### config.mk
export PLATFORM = sky130hd
export DESIGN_NAME = nfaec_dp
export DESIGN_NICKNAME = d
export VERILOG_FILES = /design/src/rtl/nfaec_pkg.sv /design/src/rtl/nfaec_ram.sv /design/src/rtl/nfaec_dp.sv
export SDC_FILE = /design/constraint.sdc
export NUM_CORES = 1
export LEC_CHECK = 0
export ABC_AREA = 0
export ABC_CLOCK_PERIOD_IN_PS = 2750
export BUFFER_PORTS_ARGS = -buffer_cell sky130_fd_sc_hd__buf_2
export CAP_MARGIN = 40
export CELL_PAD_IN_SITES_DETAIL_PLACEMENT = 1
export CELL_PAD_IN_SITES_GLOBAL_PLACEMENT = 2
export CORE_MARGIN = 3
export CORE_UTILIZATION = 30
export DETAILED_ROUTE_END_ITERATION = 7
export GPL_TIMING_DRIVEN = 1
export PLACE_DENSITY = 0.52
export SYNTH_ARGS = -nofsm -noshare
export SYNTH_HDL_FRONTEND = slang
export SYNTH_SLANG_ARGS = --single-unit
### constraint.sdc
create_clock -name clk -period 2.75 [get_ports clk]
set_clock_uncertainty 0.05 [all_clocks]
set_input_delay 0.4125 -clock clk [delete_from_list [all_inputs] [get_ports clk]]
set_output_delay 0.4125 -clock clk [all_outputs]
set_load 0.1 [all_outputs]
### src/rtl/nfaec_pkg.sv
`timescale 1ns / 1ps

package nfaec_pkg;

  localparam int DEF_NUM_STATES = 16;
  localparam int DEF_NUM_EDGES  = 64;

  localparam logic [7:0] EPSILON_RESET = 8'd101;

  // Configuration register indexes.
  localparam logic [1:0] CFG_START_STATE  = 2'd0;
  localparam logic [1:0] CFG_EPSILON_CODE = 2'd1;
  localparam logic [1:0] CFG_EDGES_IN_USE = 2'd2;

  typedef enum logic [1:0] {
    OP_LOAD  = 2'd0,
    OP_START = 2'd1,
    OP_STEP  = 2'd2,
    OP_NONE  = 2'd3
  } op_t;

  typedef enum logic [2:0] {
    ST_IDLE,
    ST_SCAN,
    ST_DRAIN,
    ST_COMMIT,
    ST_FINISH
  } state_t;

  typedef struct packed {
    logic [1:0] operation;
    logic [5:0] edge_slot;
    logic [3:0] edge_source;
    logic [3:0] edge_target;
    logic [7:0] symbol;
  } in_item_t;

  typedef struct packed {
    logic [15:0] active_states;
    logic        any_active;
  } out_item_t;

  // One edge table entry as stored in the RAM.
  typedef struct packed {
    logic [3:0] src;
    logic [3:0] dst;
    logic [7:0] lab;
  } edge_t;

  typedef struct packed {
    logic load_edge;
    logic init_start;
    logic init_step;
    logic issue;
    logic new_pass;
    logic commit;
    logic emit;
  } cmd_t;

  typedef struct packed {
    logic last;
    logic table_empty;
    logic more_pass;
  } status_t;

endpackage

### src/rtl/nfaec_ram.sv
`timescale 1ns / 1ps

module nfaec_ram #(
  parameter int WIDTH = 16,
  parameter int DEPTH = 64
) (
  input  logic                     clk,
  input  logic                     we,
  input  logic [$clog2(DEPTH)-1:0] waddr,
  input  logic [WIDTH-1:0]         wdata,
  input  logic [$clog2(DEPTH)-1:0] raddr,
  output logic [WIDTH-1:0]         rdata
);

  logic [WIDTH-1:0] mem [DEPTH];

  always_ff @(posedge clk) begin
    if (we) begin
      mem[waddr] <= wdata;
    end
    rdata <= mem[raddr];
  end

endmodule

### src/rtl/nfaec_dp.sv
`timescale 1ns / 1ps

module nfaec_dp import nfaec_pkg::*; #(
  parameter int NUM_STATES = DEF_NUM_STATES,
  parameter int NUM_EDGES  = DEF_NUM_EDGES
) (
  input  logic      clk,
  input  logic      rst,
  input  logic      cfg_we,
  input  logic [1:0] cfg_index,
  input  logic [7:0] cfg_data,
  input  in_item_t  in_data,
  input  cmd_t      cmd,
  output status_t   status,
  output out_item_t out_data
);

  localparam int AW = $clog2(NUM_EDGES);
  localparam int LW = $clog2(NUM_EDGES + 1);
  localparam int CW = (LW > 7) ? LW : 7;

  // Configuration registers.
  logic [3:0] start_state;
  logic [7:0] epsilon_code;
  logic [6:0] edges_in_use;

  always_ff @(posedge clk) begin
    if (rst) begin
      start_state  <= '0;
      epsilon_code <= EPSILON_RESET;
      edges_in_use <= '0;
    end else if (cfg_we) begin
      unique case (cfg_index)
        CFG_START_STATE:  start_state  <= cfg_data[3:0];
        CFG_EPSILON_CODE: epsilon_code <= cfg_data;
        CFG_EDGES_IN_USE: edges_in_use <= cfg_data[6:0];
        default: ;
      endcase
    end
  end

  function automatic logic [NUM_STATES-1:0] sbit(input logic [3:0] s);
    // A state at or beyond NUM_STATES shifts out and has no bit.
    return NUM_STATES'(1) << s;
  endfunction

  // Edge table.
  logic [AW-1:0] idx;
  logic          rd_vld;
  edge_t         entry;
  edge_t         wr_entry;
  logic          wr_en;

  assign wr_entry = '{src: in_data.edge_source, dst: in_data.edge_target,
                      lab: in_data.symbol};
  assign wr_en    = cmd.load_edge && (32'(in_data.edge_slot) < NUM_EDGES);

  nfaec_ram #(
    .WIDTH($bits(edge_t)),
    .DEPTH(NUM_EDGES)
  ) u_ram (
    .clk   (clk),
    .we    (wr_en),
    .waddr (AW'(in_data.edge_slot)),
    .wdata (wr_entry),
    .raddr (idx),
    .rdata (entry)
  );

  // Scan limit, saturated at the table depth.
  logic [CW-1:0] eiu_w;
  logic [CW-1:0] lim;

  assign eiu_w = CW'(edges_in_use);
  assign lim   = (eiu_w > CW'(NUM_EDGES)) ? CW'(NUM_EDGES) : eiu_w;

  // Set registers.
  logic [NUM_STATES-1:0] active;
  logic [NUM_STATES-1:0] acc;
  logic [NUM_STATES-1:0] from_set;
  logic [NUM_STATES-1:0] add;
  logic [7:0]            match;
  logic                  gather;
  logic                  changed;
  logic                  hit;
  logic                  grow;

  assign from_set = gather ? active : acc;
  assign hit      = rd_vld && (entry.lab == match) && (|(from_set & sbit(entry.src)));
  assign add      = hit ? sbit(entry.dst) : '0;
  assign grow     = |(add & ~acc);

  always_ff @(posedge clk) begin
    if (rst) begin
      rd_vld  <= 1'b0;
      idx     <= '0;
      gather  <= 1'b0;
      changed <= 1'b0;
      active  <= '0;
    end else begin
      rd_vld <= cmd.issue;
      if (cmd.init_start || cmd.init_step || cmd.new_pass) begin
        idx <= '0;
      end else if (cmd.issue) begin
        idx <= idx + AW'(1);
      end
      if (cmd.init_start || cmd.new_pass) begin
        gather <= 1'b0;
      end else if (cmd.init_step) begin
        gather <= 1'b1;
      end
      if (cmd.init_start || cmd.init_step || cmd.new_pass) begin
        changed <= 1'b0;
      end else if (grow) begin
        changed <= 1'b1;
      end
      if (cmd.commit) begin
        active <= acc;
      end
    end
  end

  always_ff @(posedge clk) begin
    if (cmd.init_start) begin
      acc   <= sbit(start_state);
      match <= epsilon_code;
    end else if (cmd.init_step) begin
      acc   <= '0;
      match <= in_data.symbol;
    end else begin
      acc <= acc | add;
      if (cmd.new_pass) begin
        match <= epsilon_code;
      end
    end
  end

  assign status.last        = (CW'(idx) == (lim - CW'(1)));
  assign status.table_empty = (lim == '0);
  assign status.more_pass   = gather || changed || grow;

  // Result register.
  logic [15:0] view;

  if (NUM_STATES >= 16) begin : g_wide
    assign view = active[15:0];
  end else begin : g_narrow
    assign view = {{(16 - NUM_STATES){1'b0}}, active};
  end

  always_ff @(posedge clk) begin
    if (cmd.emit) begin
      out_data.active_states <= view;
      out_data.any_active    <= |active;
    end
  end

endmodule

==> reports/summary.log <==
[setup_path] sort of element at the start of the critical path flip-flop
[timing] crit path setup slack, layout -0.455 ns
[setup_path] logic depth of the worst register-to-register path 8
[detailed_routing] total length of routed wires 123000 um
[logic_synthesis] number of warnings reported in the yosys synthesis log 0
[setup_path] slowest stage cell on the critical path a222oi_1
[timing] tightest hold margin 0.0888 ns
[detailed_routing] Routed WL per cell 27.8 um
[cts] clock tree from TritonCTS done
[detailed_routing] drt via density 5.01
[cells_and_area] flip-flop and latch area 33100 um^2
[floorplan] Die Y 386 um
[floorplan] placeable core region 142000 um^2
[logic_synthesis] asr flop ratio synth 0%
[hold_path] origin of the worst min-delay path cmd[0]
[global_route] pin count of the biggest net entering global routing 65
[placed_design] routability congestion estimate 0.762
[run] max-cap check violation count 0
[pwr] Power per Cell Area 680 nW/um^2
[timing] fin. max-slew vios 0
[cts] clock latency reported for the late side of the worst-skew pair 0.73 ns
[logic_synthesis] count of flip-flops with a built-in enable after synthesis 1049
[logic_synthesis] number of different library cells in the post-synthesis netlist 60
[floorplan] x dimension of the die 386 um
[setup_path] arrival time at the worst endpoint 2.74 ns
[cells_and_area] area taken by multi-input logic gates 10000 um^2
[timing] Max-Slew Margin vs Limit 38.6%
[cts] clock-pin slew on the worst setup and hold paths 0.06 ns
[pwr] worst-case vdd ir drop 0.528 mV
[cells_and_area] commonest cells after routing, fill and taps aside 1049 x edfxtp_1, 257 x mux4_2, 219 x buf_4
[setup_path] FF-to-FF setup slack 0.08 ns
[hold_path] hold-critical path depth 1
[detailed_routing] DRC errors left 0
[setup_path] terminus of the critical flop-to-flop path u_ram.rdata[12]
[logic_synthesis] top-area cell type share of the netlist area 72.7%
[global_route] grt total ovfl 0
[setup_path] required time worst endpoint 2.29 ns
[setup_path] Critical Setup Path Class flip-flop to output port
[setup_path] largest incremental delay on the critical path 0.41 ns
[setup_path] type of destination of the critical path output port
[floorplan] starting density of the core 30.4%
[outcome] run status finished with violations
[detailed_routing] antenna viol nets, final 0
[detailed_routing] number of design-rule violations left by the first detailed-router iteration 1865
[cells_and_area] share of final-layout standard cells stronger than drive strength 1 34.4%
[cells_and_area] total of fill cells in the finished design 13800
[floorplan] Top Ports 64
[pwr] Power, Total 35.7 mW
[global_route] total routing resource utilization after global routing 16.5%
[placed_design] half-perimeter wire length after detailed placement 75600 um
[cells_and_area] relative area change from synthesis to final layout 21.1%
[timing] achievable frequency 312 MHz
[global_route] wire length of the first global-routing pass 176000 um
[cts] sink count of the clock tree 1125
[floorplan] floorplan row count 138
[setup_path] crit path cell chain mux2_4, a222oi_1, a22oi_2, nor3_4, a211oi_2, or3_4, buf_12
[placed_design] number of port buffers 61
[timing] Hold Fails Final Rpt 0
[hold_path] worst hold path class primary input to flip-flop
[cts] Clock H-tree levels 3
[global_route] via count of the first global-routing pass 23900
[cells_and_area] most common cell after layout, fill and taps aside edfxtp_1
[timing] unrepaired setup endpoints after global routing true
[logic_synthesis] Post-Synthesis Cells 2067
[cells_and_area] Nets 2459
[cts] clock buffers created by TritonCTS 120
[global_route] initial antenna violation count 8
[timing] Tmin final 3.21 ns
[cts] CTS Root Buffer Type clkbuf_16
[timing] period utilisation layout 117%
[logic_synthesis] post-synthesis cell area 43300 um^2
[detailed_routing] detailed-route via count 22100
[logic_synthesis] per-instance average area after synthesis 21.0 um^2
[pwr] LEAKAGE 16.7 nW
[cts] clock tree buffer depth 3
[logic_synthesis] register bit count reported by yosys 1125
[outcome] violated checks negative setup slack
[logic_synthesis] library cell with the largest summed area after synthesis edfxtp_1
[setup_path] Crit Reg-Reg Startpoint idx[0]
[setup_path] highest fanout seen on the critical path 4
[setup_path] beginning of the critical path u_ram.rdata[13]
[logic_synthesis] most area-consuming cells after synthesis edfxtp_1 73%, mux4_2 13%, dfxtp_1 3.5%
[logic_synthesis] sequential share of the synthesized area 76.2%
[hold_path] Hold Path Sink out_data[1]
[logic_synthesis] Most used DFF post-synth edfxtp_1
[logic_synthesis] synthesized netlist net count 2114
[timing] actual slew at the worst max-slew pin 0.922 ns
[detailed_routing] router iterations before antenna repair 5
[timing] Final Setup Violations 2
[floorplan] full die area 149000 um^2
## how the worst max path moves through the flow
| stage | to | slack, ns | cells after the start |
|---|---|---|---|
| floorplan | status[2] | 0.06 | 9 |
| global placement | status[0] | -0.19 | 7 |
| detailed placement | status[0] | -0.14 | 7 |
| CTS | status[0] | -0.61 | 7 |
| global route | status[0] | -0.55 | 7 |
| finish | status[0] | -0.46 | 7 |
## cell type report
type / count / share of cell area (%)
Clock buffer: 144 / 6.01
Inverter: 6 / 0.0429
Clock inverter: 82 / 1.25
Antenna cell: 2 / 0.00954
Tap cell: 1890 / 4.51
Timing Repair Buffer: 347 / 6.13
Sequential cell: 1125 / 63.0
Multi-Input combinational cell: 812 / 19.1
## report_power, final
| group | internal, mW | total [mW] | switching [mW] | leakage (nW) |
|---|---|---|---|---|
| combinational | 0.366 | 1.11 | 0.744 | 4.80 |
| clock | 8.98 | 15.7 | 6.71 | 1.84 |
| sequential | 18.8 | 18.9 | 0.0617 | 10.1 |
## cells by family after synthesis
kind of cell | synth area share [%]
muxes | 14.9
DFF | 76.2
and+or+nand+nor | 2.79
adders and majority gates | 0.0866
buffers and inverters | 1.43
xor gates and xnor gates | 0.404
AOI/OAI and AO/OA | 4.20
## timing repair
action / in CTS / in global routing
hold buffers: 13 / 0
gates resized for setup: 44 / 27
buffers inserted: 8 / 15
setup endpoints to repair: 4 / 15
pin swaps: 8 / 7
endpoints found under the hold margin: 33 / 0
gates cloned: 2 / 0
## routing by layer
layer	vias up	track usage (%)	wire length (um)	part of all wire [%]
li1	9415	-	-	-
met5	-	0	27	0.022
met1	12100	23.0	56200	46
met3	163	2.46	4460	3.6
met4	4	4.51	3020	2.5
met2	454	26.9	59000	48
## synth_stat cells, types with 5 or more instances
library cell,count
edfxtp_1,1049
xor2_1,7
buf_2,20
nand4_1,9
inv_1,6
buf_4,7
o41ai_1,6
mux4_2,257
a22oi_1,94
or3_1,5
nor3_1,9
nor3b_1,5
dfxtp_1,76
nand3_1,13
buf_6,10
clkbuf_1,70
a221oi_1,32
nor4_1,5
mux2_2,17
nand2b_1,7
nor2b_1,18
xnor2_1,13
nor2_1,120
mux2i_1,37
a22o_1,32
buf_1,16
nand3b_1,5
o41ai_2,7
o221ai_1,16
nand2_1,49
## through the flow
step / setup TNS [ns] / area, um^2 / instances / utilization [%] / setup WS, ns
2_1_floorplan: 0 / 43400 / 2067 / - / 0.0605
3_3_place_gp: -0.289 / 47900 / 4138 / 33.6 / -0.189
3_5_place_dp: -0.168 / 47900 / 4142 / 33.6 / -0.135
4_1_cts: -0.940 / 52200 / 4391 / 36.6 / -0.608
5_1_grt: -0.945 / 52500 / 4406 / 36.8 / -0.554
6_report: -0.699 / 52500 / 4408 / 36.8 / -0.455
## state kept, by name, indices dropped and copies added, names as in the netlist, 6 cells and up
| register | flops |
|---|---|
| edges_in_use | 7 |
| idx | 6 |
| match | 8 |
| active | 16 |
| acc | 16 |
| u_ram.rdata | 16 |
| epsilon_code | 8 |
| u_ram.mem | 1024 |
| out_data | 17 |
## critical path, delay by kind of cell, from the launching register on
family                 cells  cell delay, ns
AND/OR/NAND/NOR            2            0.58
multiplexers               1            0.29
flip-flops                 1            0.37
AO/OA/AOI/OAI              3            0.60
buffers and inverters      1            0.18
No activity file was read; power rests on OpenSTA's default activity.
