File: config.mk
export PLATFORM = sky130hd
export DESIGN_NAME = nfaec_ctrl
export DESIGN_NICKNAME = d
export VERILOG_FILES = /design/src/rtl/nfaec_pkg.sv /design/src/rtl/nfaec_ctrl.sv
export SDC_FILE = /design/constraint.sdc
export NUM_CORES = 1
export LEC_CHECK = 0
export BUFFER_PORTS_ARGS = -buffer_cell sky130_fd_sc_hd__buf_2
export CORE_AREA = 5 5 42 44
export CTS_CLUSTER_SIZE = 24
export DETAILED_ROUTE_END_ITERATION = 8
export DIE_AREA = 0 0 47 49
export PLACE_DENSITY = 0.59
export REMOVE_ABC_BUFFERS = 1
export SETUP_SLACK_MARGIN = 0.3
export SLEW_MARGIN = 0
export SYNTH_ARGS = -nofsm -noshare
export SYNTH_HDL_FRONTEND = slang
export SYNTH_SLANG_ARGS = --single-unit
export TNS_END_PERCENT = 30
File: constraint.sdc
create_clock -name clk -period 2.35 [get_ports clk]
set_input_delay 0.235 -clock clk [delete_from_list [all_inputs] [get_ports clk]]
set_output_delay 0.235 -clock clk [all_outputs]
set_load 0.01 [all_outputs]
File: src/rtl/nfaec_pkg.sv
`timescale 1ns / 1ps

package nfaec_pkg;

  localparam int DEF_NUM_STATES = 16;
  localparam int DEF_NUM_EDGES  = 64;

  localparam logic [7:0] EPSILON_RESET = 8'd101;

  // Configuration register indexes.
  localparam logic [1:0] CFG_START_STATE  = 2'd0;
  localparam logic [1:0] CFG_EPSILON_CODE = 2'd1;
  localparam logic [1:0] CFG_EDGES_IN_USE = 2'd2;

  typedef enum logic [1:0] {
    OP_LOAD  = 2'd0,
    OP_START = 2'd1,
    OP_STEP  = 2'd2,
    OP_NONE  = 2'd3
  } op_t;

  typedef enum logic [2:0] {
    ST_IDLE,
    ST_SCAN,
    ST_DRAIN,
    ST_COMMIT,
    ST_FINISH
  } state_t;

  typedef struct packed {
    logic [1:0] operation;
    logic [5:0] edge_slot;
    logic [3:0] edge_source;
    logic [3:0] edge_target;
    logic [7:0] symbol;
  } in_item_t;

  typedef struct packed {
    logic [15:0] active_states;
    logic        any_active;
  } out_item_t;

  // One edge table entry as stored in the RAM.
  typedef struct packed {
    logic [3:0] src;
    logic [3:0] dst;
    logic [7:0] lab;
  } edge_t;

  typedef struct packed {
    logic load_edge;
    logic init_start;
    logic init_step;
    logic issue;
    logic new_pass;
    logic commit;
    logic emit;
  } cmd_t;

  typedef struct packed {
    logic last;
    logic table_empty;
    logic more_pass;
  } status_t;

endpackage

File: src/rtl/nfaec_ctrl.sv
`timescale 1ns / 1ps

module nfaec_ctrl import nfaec_pkg::*; (
  input  logic    clk,
  input  logic    rst,
  input  logic    in_valid,
  input  op_t     in_op,
  output logic    in_ready,
  output logic    out_valid,
  input  logic    out_ready,
  input  status_t status,
  output cmd_t    cmd
);

  state_t state;
  state_t state_next;
  logic   in_take;
  logic   out_free;

  // The input is open only while idle and out of reset.
  assign in_ready = (state == ST_IDLE) && !rst;
  assign in_take  = in_valid && in_ready;
  assign out_free = !out_valid || out_ready;

  always_ff @(posedge clk) begin
    if (rst) begin
      state <= ST_IDLE;
    end else begin
      state <= state_next;
    end
  end

  always_comb begin
    state_next = state;
    cmd        = '0;
    unique case (state)
      ST_IDLE: begin
        if (in_take) begin
          unique case (in_op)
            OP_LOAD: begin
              cmd.load_edge = 1'b1;
              state_next    = ST_FINISH;
            end
            OP_START: begin
              cmd.init_start = 1'b1;
              state_next     = status.table_empty ? ST_COMMIT : ST_SCAN;
            end
            OP_STEP: begin
              cmd.init_step = 1'b1;
              state_next    = status.table_empty ? ST_COMMIT : ST_SCAN;
            end
            OP_NONE: begin
              state_next = ST_FINISH;
            end
            default: ;
          endcase
        end
      end
      ST_SCAN: begin
        cmd.issue = 1'b1;
        if (status.last) begin
          state_next = ST_DRAIN;
        end
      end
      ST_DRAIN: begin
        if (status.more_pass) begin
          cmd.new_pass = 1'b1;
          state_next   = ST_SCAN;
        end else begin
          state_next = ST_COMMIT;
        end
      end
      ST_COMMIT: begin
        cmd.commit = 1'b1;
        state_next = ST_FINISH;
      end
      ST_FINISH: begin
        if (out_free) begin
          cmd.emit   = 1'b1;
          state_next = ST_IDLE;
        end
      end
      default: state_next = ST_IDLE;
    endcase
  end

  always_ff @(posedge clk) begin
    if (rst) begin
      out_valid <= 1'b0;
    end else if (cmd.emit) begin
      out_valid <= 1'b1;
    end else if (out_ready) begin
      out_valid <= 1'b0;
    end
  end

endmodule

==> results.cfg, run 1 <==
[outcome]
outcome = finished, final reports clean

[final_layout]
layout_common_cells = buf_2, and3_1, nand2_1, dfxtp_1
nNetsFinal = 71
fillers = 163
diodes = 0
area_delta_synth_final_pct = 30.9
drive_gt1_share_pct = 36.8
fin_area_um2 = 429
layout.cells.most_common = buf_2

[critical_path]
critPathCapture = cmd[5]
path_cells = nor4_4 -> and3_1 -> buf_2
crit_path_end_kind = primary output
path_max_fanout = 10
slowest_stage = dfxtp_1
rrSetupSlack_ns = 1.31
r2r-start = state[2]
cp.depth = 3
worstSetupStartpoint = state[0]
cp.required_ns = 2.12
cp-start-kind = flop
r2r_end = state[2]
worstPathArrival_ns = 1.28
worst-r2r-cell-count = 2
path_buf_inv = 1
cp_top_family = simple AND/OR/NAND/NOR gates
critical_path_class = reg2out
cpPeakStageDelay_ns = 0.39

[clock_tree]
cts_sinks = 4
post_cts_buffers = 0
ctsResizeCount = 0
cts_tree = built
clkLatencyLatePin_ns = 0.23
postCtsHoldBufs = 0
cts.clk_slew.worst_paths_ns = 0.04
cts-root-buf = clkbuf_4
numCtsBuffers = 3
cts_htree_levels = 1
cts.path.max_buffers = 2

[synthesis]
synth_largest_area_cell = dfxtp_1
syn_area_um2 = 328
ys_types = 21
synth_top_family_by_area = simple AND/OR/NAND/NOR gates
synth_fa_ha_area_share_pct = 11.5
yosys-top-cells-area = dfxtp_1, ha_1, and3_1
yosysWarnings = 0
muxShareOfSynthArea_pct = 3.44
yosys.area_share.simple_pct = 40.5
syn_inst = 40
syn_avg_cell_area_um2 = 8.20
ys_ff_latch = 4
synthXorXnorAreaFrac_pct = 0
ys_seq_area_share_pct = 24.4
synth_top_area_share_pct = 24.4
synth_compound_area_share_pct = 8.78

[timing]
setup_tns_ns = 0
fin_crit_sh_pct = 64.5
slew_headroom_pct = 77.9
slew_violations = 0
finClkSkew_ns = 0.00315
hold_violations = 0
timing.fmax_mhz = 660
whs_ns = 0.237
tightest_slew_ns = 0.331
min_period_ns = 1.52
setup_violations = 0
rsz0062_at_grt = false

[placed_design]
placedInstanceArea_um2 = 407
io_buffers = 17
place_hpwl_um = 584
gp_congestion = 0.702

[route]
ant_nets = 0
vias_per_cell = 4.38
firstDrtPassIters = 1
drc = 0
drt_wl_total_um = 709
drt_iter0_markers = 0
wl_per_cell_um = 9.71
via_count = 320

[pwr]
internal_power_w = 0.000163
p_sw_share_pct = 30.2
seq_power_share_pct = 38.2
vdd_ir_drop_max_uv = 282
power.leakage_nw = 0.229
p_switching_w = 0.0000703
combPwrFrac_pct = 25.8
p_per_area_mw_per_mm2 = 543
clkPwrFrac_pct = 35.9

[min_path]
min_path_cells = 2
hold_path.class = in2reg

[die]
start_util_pct = 23.4
die-area_mm2 = 0.00230
core_mm2 = 0.00140
num_rows = 14
die_h_um = 49
die_w_um = 47
io_pins = 18

[grt]
track_usage_pct = 7.11
grt.overflow.total = 0
antenna_found_initial = 0
grt_pass1_vias = 295
grt_pass1_wl_um = 1160
grt_max_degree = 11

[run]
drv_cap = 0
how the worst min path moves through the flow:
stage / startpoint / end / slack [ns]
6_report: rst / out_valid / 0.24
3_3_place_gp: rst / out_valid / 0.47
4_1_cts: rst / out_valid / 0.23
5_1_grt: rst / out_valid / 0.24
2_1_floorplan: rst / out_valid / 0.30
3_5_place_dp: rst / out_valid / 0.48
stage by stage:
step                      total power, W  worst slack (ns)  cells  util (%)
after floorplan                 0.000125              1.12     37         -
after global placement          0.000151              1.06     70      29.0
after detailed placement        0.000152              1.05     70      29.0
after CTS                       0.000240             0.820     73      30.6
after global routing            0.000256             0.725     73      30.6
final                           0.000233             0.834     73      30.6
worst register-to-register path: cells and delay by family, from the launching register on:
kind            cells  cell delay [ns]
flops               1             0.50
mux                 1             0.36
compound gates      1             0.12
synthesized netlist by cell type, drive strengths merged:
cell / instances
and3: 5
dfxtp: 4
nand2: 4
buf: 3
ha: 3
inv: 3
nor3b: 3
nand2b: 2
nor2: 2
o21ai: 2
a21boi: 1
a21oi: 1
a31oi: 1
mux2: 1
nand3: 1
nand4: 1
nor3: 1
nor4: 1
or3: 1
final cells by class:
type	count	area, um2	share of cell area, %
Tap cell	16	20.0	4.66
Multi-Input combinational cell	30	210	49.0
Clock buffer	3	22.5	5.25
Timing Repair Buffer	17	85.1	19.8
Inverter	3	11.3	2.62
Sequential cell	4	80.1	18.7
state kept, by name (all words and copies together) (netlist names):
name,count
out_valid,1
state,3
layer usage:
layer / wire (um) / track usage (%) / vias up
met4: 0 / 1.38 / 0
met1: 314 / 8.35 / 136
met5: 0 / 0 / -
met2: 290 / 9.50 / 13
li1: - / - / 171
met3: 104 / 6.64 / 0
power groups by stage:
stage / Clock, W / Combinational [W] / Sequential (W)
CTS: 0.0000893 / 0.0000615 / 0.0000894
global placement: 0 / 0.0000604 / 0.0000903
floorplan: 0 / 0.0000373 / 0.0000877
detailed placement: 0 / 0.0000614 / 0.0000905
global route: 0.0000976 / 0.0000684 / 0.0000904
finish: 0.0000837 / 0.0000602 / 0.0000891
logic make-up (layout without fill, tap and decap cells):
kind of cell / after synthesis / count (layout)
compound gates: 5 / 5
fa+ha+maj: 3 / 3
buf+inv: 6 / 23
flops: 4 / 4
mux: 1 / 1
simple gates: 21 / 21
(Power assumes the default switching activity.)
==> run 2, diff against run 1 <==
--- a/config.mk
+++ b/config.mk
@@ -5,12 +5,13 @@
 export SDC_FILE = /design/constraint.sdc
 export NUM_CORES = 1
 export LEC_CHECK = 0
+export ABC_AREA = 1
 export BUFFER_PORTS_ARGS = -buffer_cell sky130_fd_sc_hd__buf_2
 export CORE_AREA = 5 5 42 44
 export CTS_CLUSTER_SIZE = 24
 export DETAILED_ROUTE_END_ITERATION = 8
 export DIE_AREA = 0 0 47 49
-export PLACE_DENSITY = 0.59
+export PLACE_DENSITY = 0.63
 export REMOVE_ABC_BUFFERS = 1
 export SETUP_SLACK_MARGIN = 0.3
 export SLEW_MARGIN = 0
==> constraint.sdc (replaced) <==
create_clock -name clk -period 1.3 [get_ports clk]
set_input_delay 0.13 -clock clk [delete_from_list [all_inputs] [get_ports clk]]
set_output_delay 0.13 -clock clk [all_outputs]
set_load 0.01 [all_outputs]
==> run 2 against run 1 <==
Compared with the run above:
- synthesized area up 5.7%
- power rose to 3.4 times the previous value
- non-clock buffer count up 8
- critical path type unchanged
- critical endpoint is now cmd[0]
- core utilization up 13 points
- synthesized cell count up 38%
- setup slack worse by 0.83 ns
==> results.cfg, run 2 <==
[critical_path]
critical_path_class = reg2out
crit_path_end_kind = primary output
worst-r2r-cell-count = 9
cp.depth = 6
cp.required_ns = 1.17
path_cells = nor2_4 -> buf_4 -> buf_6 -> nand2_4 -> nor2_1 -> buf_2
cp-start-kind = flop
cpPeakStageDelay_ns = 0.35
rrSetupSlack_ns = 0.11
path_buf_inv = 3
slowest_stage = dfxtp_4
worstPathArrival_ns = 1.17
path_max_fanout = 4
cp_top_family = flip-flops

[synthesis]
synth_largest_area_cell = dfxtp_1
synth_top_area_share_pct = 23.1
synth.most_common_cell = inv_1
synth_edf_count = 0
ys_ff_latch = 4
syn_area_um2 = 347
async_reset_ff_share_pct = 0
yosys-top-cells-area = dfxtp_1, ha_1, inv_1
yosysWarnings = 0
ys_seq_area_share_pct = 23.1
syn_avg_cell_area_um2 = 6.30
ys_types = 17
netlist_top_cells_count = inv_1, nor2_1, inv_2, nand2_1, nand3_1
ys.flop_type = dfxtp_1
syn_inst = 55

[timing]
whs_ns = 0.166
setup_violations = 0
slew_violations = 0
hold_violations = 0
rsz0062_at_grt = true
min_period_ns = 1.30
finClkSkew_ns = 0.00346
fin_crit_sh_pct = 99.7
timing.fmax_mhz = 771
slew_headroom_pct = 86.0
tightest_slew_ns = 0.208

[clock_tree]
cts-root-buf = clkbuf_4
cts.path.max_buffers = 2
cts_tree = built
cts_htree_levels = 1
clkLatencyLatePin_ns = 0.23
cts_sinks = 4
numCtsBuffers = 3
cts.clk_slew.worst_paths_ns = 0.03

[final_layout]
fillers = 152
area_delta_synth_final_pct = 76.5
final_cells = 99
largest_register_ffs = 3
layout.cells.most_common = buf_2
drive_gt1_share_pct = 60.2
diodes = 0
multiInputGateArea_um2 = 256
reg.largest.list = state x3, out_valid x1
seqCellArea_um2 = 91.3
post-route-util_pct = 43.7
regMostFlops = state
layout_common_cells = buf_2, inv_1, nor2_1, buf_4
nNetsFinal = 97

[die]
die-area_mm2 = 0.00230
io_pins = 18
num_rows = 14
core_mm2 = 0.00140
die_w_um = 47
start_util_pct = 24.7
die_h_um = 49

[route]
vias_per_cell = 4.34
firstDrtPassIters = 1
drt_iter0_markers = 0
drt_wl_total_um = 956
via_count = 430
wl_per_cell_um = 9.66
drc = 0
ant_nets = 0

[grt]
antenna_found_initial = 0
grt_pass1_vias = 387
grt_max_degree = 7
grt.overflow.total = 0
grt_pass1_wl_um = 1420
track_usage_pct = 8.37

[min_path]
hold_path.class = in2reg
min_path_cells = 2

[pwr]
p_per_area_mw_per_mm2 = 1290
finalPower_w = 0.000788
power.leakage_nw = 0.340
vdd_ir_drop_max_uv = 596

[run]
drv_cap = 0

[placed_design]
place_hpwl_um = 667
io_buffers = 17
dpl.cell_count = 88
gp_congestion = 0.820

[outcome]
outcome = finished, final reports clean
run 2: cell types whose count changed after synthesis, moves of 3 or more:
cell	delta
nor2_1	+6
nor3b_1	-3
inv_2	+5
inv_1	+7
and3_1	-5
nand3_1	+4
nor2_2	+3
run 2: report_power, final:
group / total (W) / internal (W) / switching, W
sequential: 0.000183 / 0.000152 / 0.0000312
clock: 0.000148 / 0.000103 / 0.0000455
combinational: 0.000457 / 0.000232 / 0.000225
run 2: area by class of cell:
cell class | instances | share of cell area, %
clock buffer | 3 | 3.68
sequential | 4 | 14.9
timing repair buffer | 25 | 26.6
tap | 16 | 3.27
inverter | 15 | 9.61
multi-input combinational | 36 | 41.9
run 2: layer usage:
| metal | up-vias | track usage, % | routed length, um |
|---|---|---|---|
| li1 | 228 | - | - |
| met1 | 192 | 9.21 | 365 |
| met2 | 10 | 13.1 | 533 |
| met3 | 0 | 1.48 | 57 |
| met4 | 0 | 6.91 | 0 |
| met5 | - | 0 | 0 |
run 2: path summary, 6_finish.rpt:
check           start   endpoint
max          state[0]     cmd[0]
min               rst   state[1]
max reg2reg  state[0]   state[0]
min reg2reg  state[2]  out_valid
run 2: repair_timing:
action | in CTS | in global routing
resized for setup | 15 | 8
setup buffers | 6 | 2
hold buffers | 0 | 0
setup endpoints to repair | 11 | 11
pin swaps | 12 | 12
run 2: kinds of logic (layout without fill, tap and decap cells):
group	Yosys count	in the layout	share of synthesized area (%)
fa+ha+maj	3	3	10.8
flops	4	4	23.1
compound gates	6	6	10.5
simple gates	27	27	39.4
buf+inv	15	43	16.2
run 2: through the flow:
step	setup TNS, ns	cell area, um2	setup WS [ns]
floorplan	0	347	0.137
global placement	0	452	0.204
detailed placement	0	452	0.152
CTS	-0.0520	563	-0.0272
global route	-0.262	612	-0.0649
finish	0	612	0.00361
==> run 3, diff against run 2 <==
--- a/config.mk
+++ b/config.mk
@@ -5,13 +5,14 @@
 export SDC_FILE = /design/constraint.sdc
 export NUM_CORES = 1
 export LEC_CHECK = 0
-export ABC_AREA = 1
+export ABC_AREA = 0
+export ABC_CLOCK_PERIOD_IN_PS = 1300
 export BUFFER_PORTS_ARGS = -buffer_cell sky130_fd_sc_hd__buf_2
 export CORE_AREA = 5 5 42 44
 export CTS_CLUSTER_SIZE = 24
 export DETAILED_ROUTE_END_ITERATION = 8
 export DIE_AREA = 0 0 47 49
-export PLACE_DENSITY = 0.63
+export PLACE_DENSITY = 0.61
 export REMOVE_ABC_BUFFERS = 1
 export SETUP_SLACK_MARGIN = 0.3
 export SLEW_MARGIN = 0
==> run 3 against run 2 <==
Compared with the run above:
- critical path depth is 3 lower
- register-to-register slack gained 0.26 ns
- clock power is essentially flat
- core utilization is 8.8 points lower
- sequential power is 9% lower
- setup slack improved by 0.0032 ns
- first-iteration DRC count is 2 higher
- sequential share of layout area rose by 3.3 points
- clock skew up 0.00091 ns
- combinational power is 70% lower
- fmax grew 0.25%
- critical path type unchanged
- largest cell class unchanged
- largest power group is now sequential cells
==> results.cfg, run 3 (synthesized netlist as in run 1, its figures left out) <==
[pwr]
p_switching_w = 0.000137
vdd_ir_drop_max_uv = 487
clkPwrFrac_pct = 32.9
seq_power_share_pct = 36.9
combPwrFrac_pct = 30.2
p_sw_share_pct = 30.4
internal_power_w = 0.000312
power.leakage_nw = 0.249
p_per_area_mw_per_mm2 = 920

[outcome]
outcome = finished, final reports clean

[timing]
timing.fmax_mhz = 773
fin_crit_sh_pct = 99.5
slew_violations = 0
setup_tns_ns = 0
hold_violations = 0
finClkSkew_ns = 0.00437
setup_violations = 0
rsz0062_at_grt = true
min_period_ns = 1.29
tightest_slew_ns = 0.242
slew_headroom_pct = 83.7

[route]
drc = 0
drt_wl_total_um = 771
drt_iter0_markers = 2
via_count = 338
ant_nets = 0
vias_per_cell = 4.51
firstDrtPassIters = 2
wl_per_cell_um = 10.3

[final_layout]
largest_register_ffs = 3
layout_common_cells = buf_2, and3_1, nand2_1
fillers = 153
multiInputGateArea_um2 = 245
diodes = 0
reg.largest.list = state x3, out_valid x1
final_cells = 75
layout.cells.most_common = buf_2
regMostFlops = state
drive_gt1_share_pct = 55.9
nNetsFinal = 73
seqCellArea_um2 = 88.8
post-route-util_pct = 34.8
area_delta_synth_final_pct = 48.9

[die]
core_mm2 = 0.00140
start_util_pct = 23.4
num_rows = 14
die-area_mm2 = 0.00230
io_pins = 18
die_w_um = 47
die_h_um = 49

[placed_design]
io_buffers = 17
gp_congestion = 0.703
place_hpwl_um = 625
dpl.cell_count = 71

[clock_tree]
numCtsBuffers = 3
clkLatencyLatePin_ns = 0.23
cts_htree_levels = 1
postCtsHoldBufs = 0
cts-root-buf = clkbuf_4
cts.path.max_buffers = 2
cts_tree = built
cts.clk_slew.worst_paths_ns = 0.04
cts_sinks = 4

[grt]
grt_pass1_wl_um = 1330
use_met2_pct = 12.0
gr-usage-met1_pct = 9.25
grt_pass1_vias = 333
track_usage_pct = 7.75
antenna_found_initial = 0
grt-busiest-layer = met2
grt.overflow.total = 0
grt_max_degree = 11
grt_use_met3_pct = 4.43

[critical_path]
cp.required_ns = 1.17
critical_path_class = reg2out
crit_path_end_kind = primary output
cp-start-kind = flop
path_max_fanout = 9
worstPathArrival_ns = 1.16

[run]
drv_cap = 0

[min_path]
hold_path.class = in2reg
run 3: changes by cell type in the layout (fill, tap and decap cells not counted), sizes merged, moves of 2 or more:
cell    previous run  this run
nand2              7         4
a21oi              3         1
nand2b             0         2
and3               0         5
nor2              12         2
buf               25        19
nor3b              0         3
inv               15         3
nand3              5         1
run 3: worst max-delay path, stage by stage, from the launching register on:
cell,delay (ns)
dfxtp_4,0.38
nor4_4,0.25
and3_1,0.19
buf_2,0.12
run 3: repair_timing:
| action | CTS | global route |
|---|---|---|
| pin swaps | 2 | 2 |
| resized for setup | 8 | 5 |
| endpoints found under the setup margin | 10 | 9 |
| buffers inserted | 1 | 0 |
run 3: final cells by class:
cell class,count,area share [%]
multi-input cells,30,50.3
inverters,3,2.31
clock buffers,3,4.62
flip-flops and latches,4,18.2
repair buffers,19,20.5
well taps,16,4.10
run 3: power groups by stage:
stage	logic (W)	registers, W	clock network (W)
after global placement	0.000116	0.000160	0
after CTS	0.000130	0.000163	0.000154
after detailed placement	0.000118	0.000160	0
final	0.000136	0.000166	0.000148
after floorplan	0.0000675	0.000158	0
after global routing	0.000155	0.000167	0.000162
run 3: path summary, 6_finish.rpt:
| path | start | endpoint | slack [ns] | cells after the start |
|---|---|---|---|---|
| min reg2reg | out_valid | out_valid | 0.52 | 2 |
| max reg2reg | state[0] | state[2] | 0.37 | 2 |
| min | rst | out_valid | 0.13 | 2 |
| max | state[1] | cmd[4] | 0.007 | 3 |
run 3: stage by stage:
step / instance area (um2) / setup slack, ns / hold WS, ns / power (W)
after CTS: 468 / -0.00822 / 0.127 / 0.000447
final: 488 / 0.00686 / 0.131 / 0.000449
after detailed placement: 414 / 0.0847 / 0.370 / 0.000279
after global routing: 488 / -0.0637 / 0.146 / 0.000484
after global placement: 414 / 0.124 / 0.370 / 0.000276
after floorplan: 302 / 0.174 / 0.199 / 0.000226
run 3: layer usage:
metal | part of all wire (%) | wire, um
met1 | 43 | 330
met2 | 47 | 363
met3 | 10 | 77
met4 | 0 | 0
met5 | 0 | 0
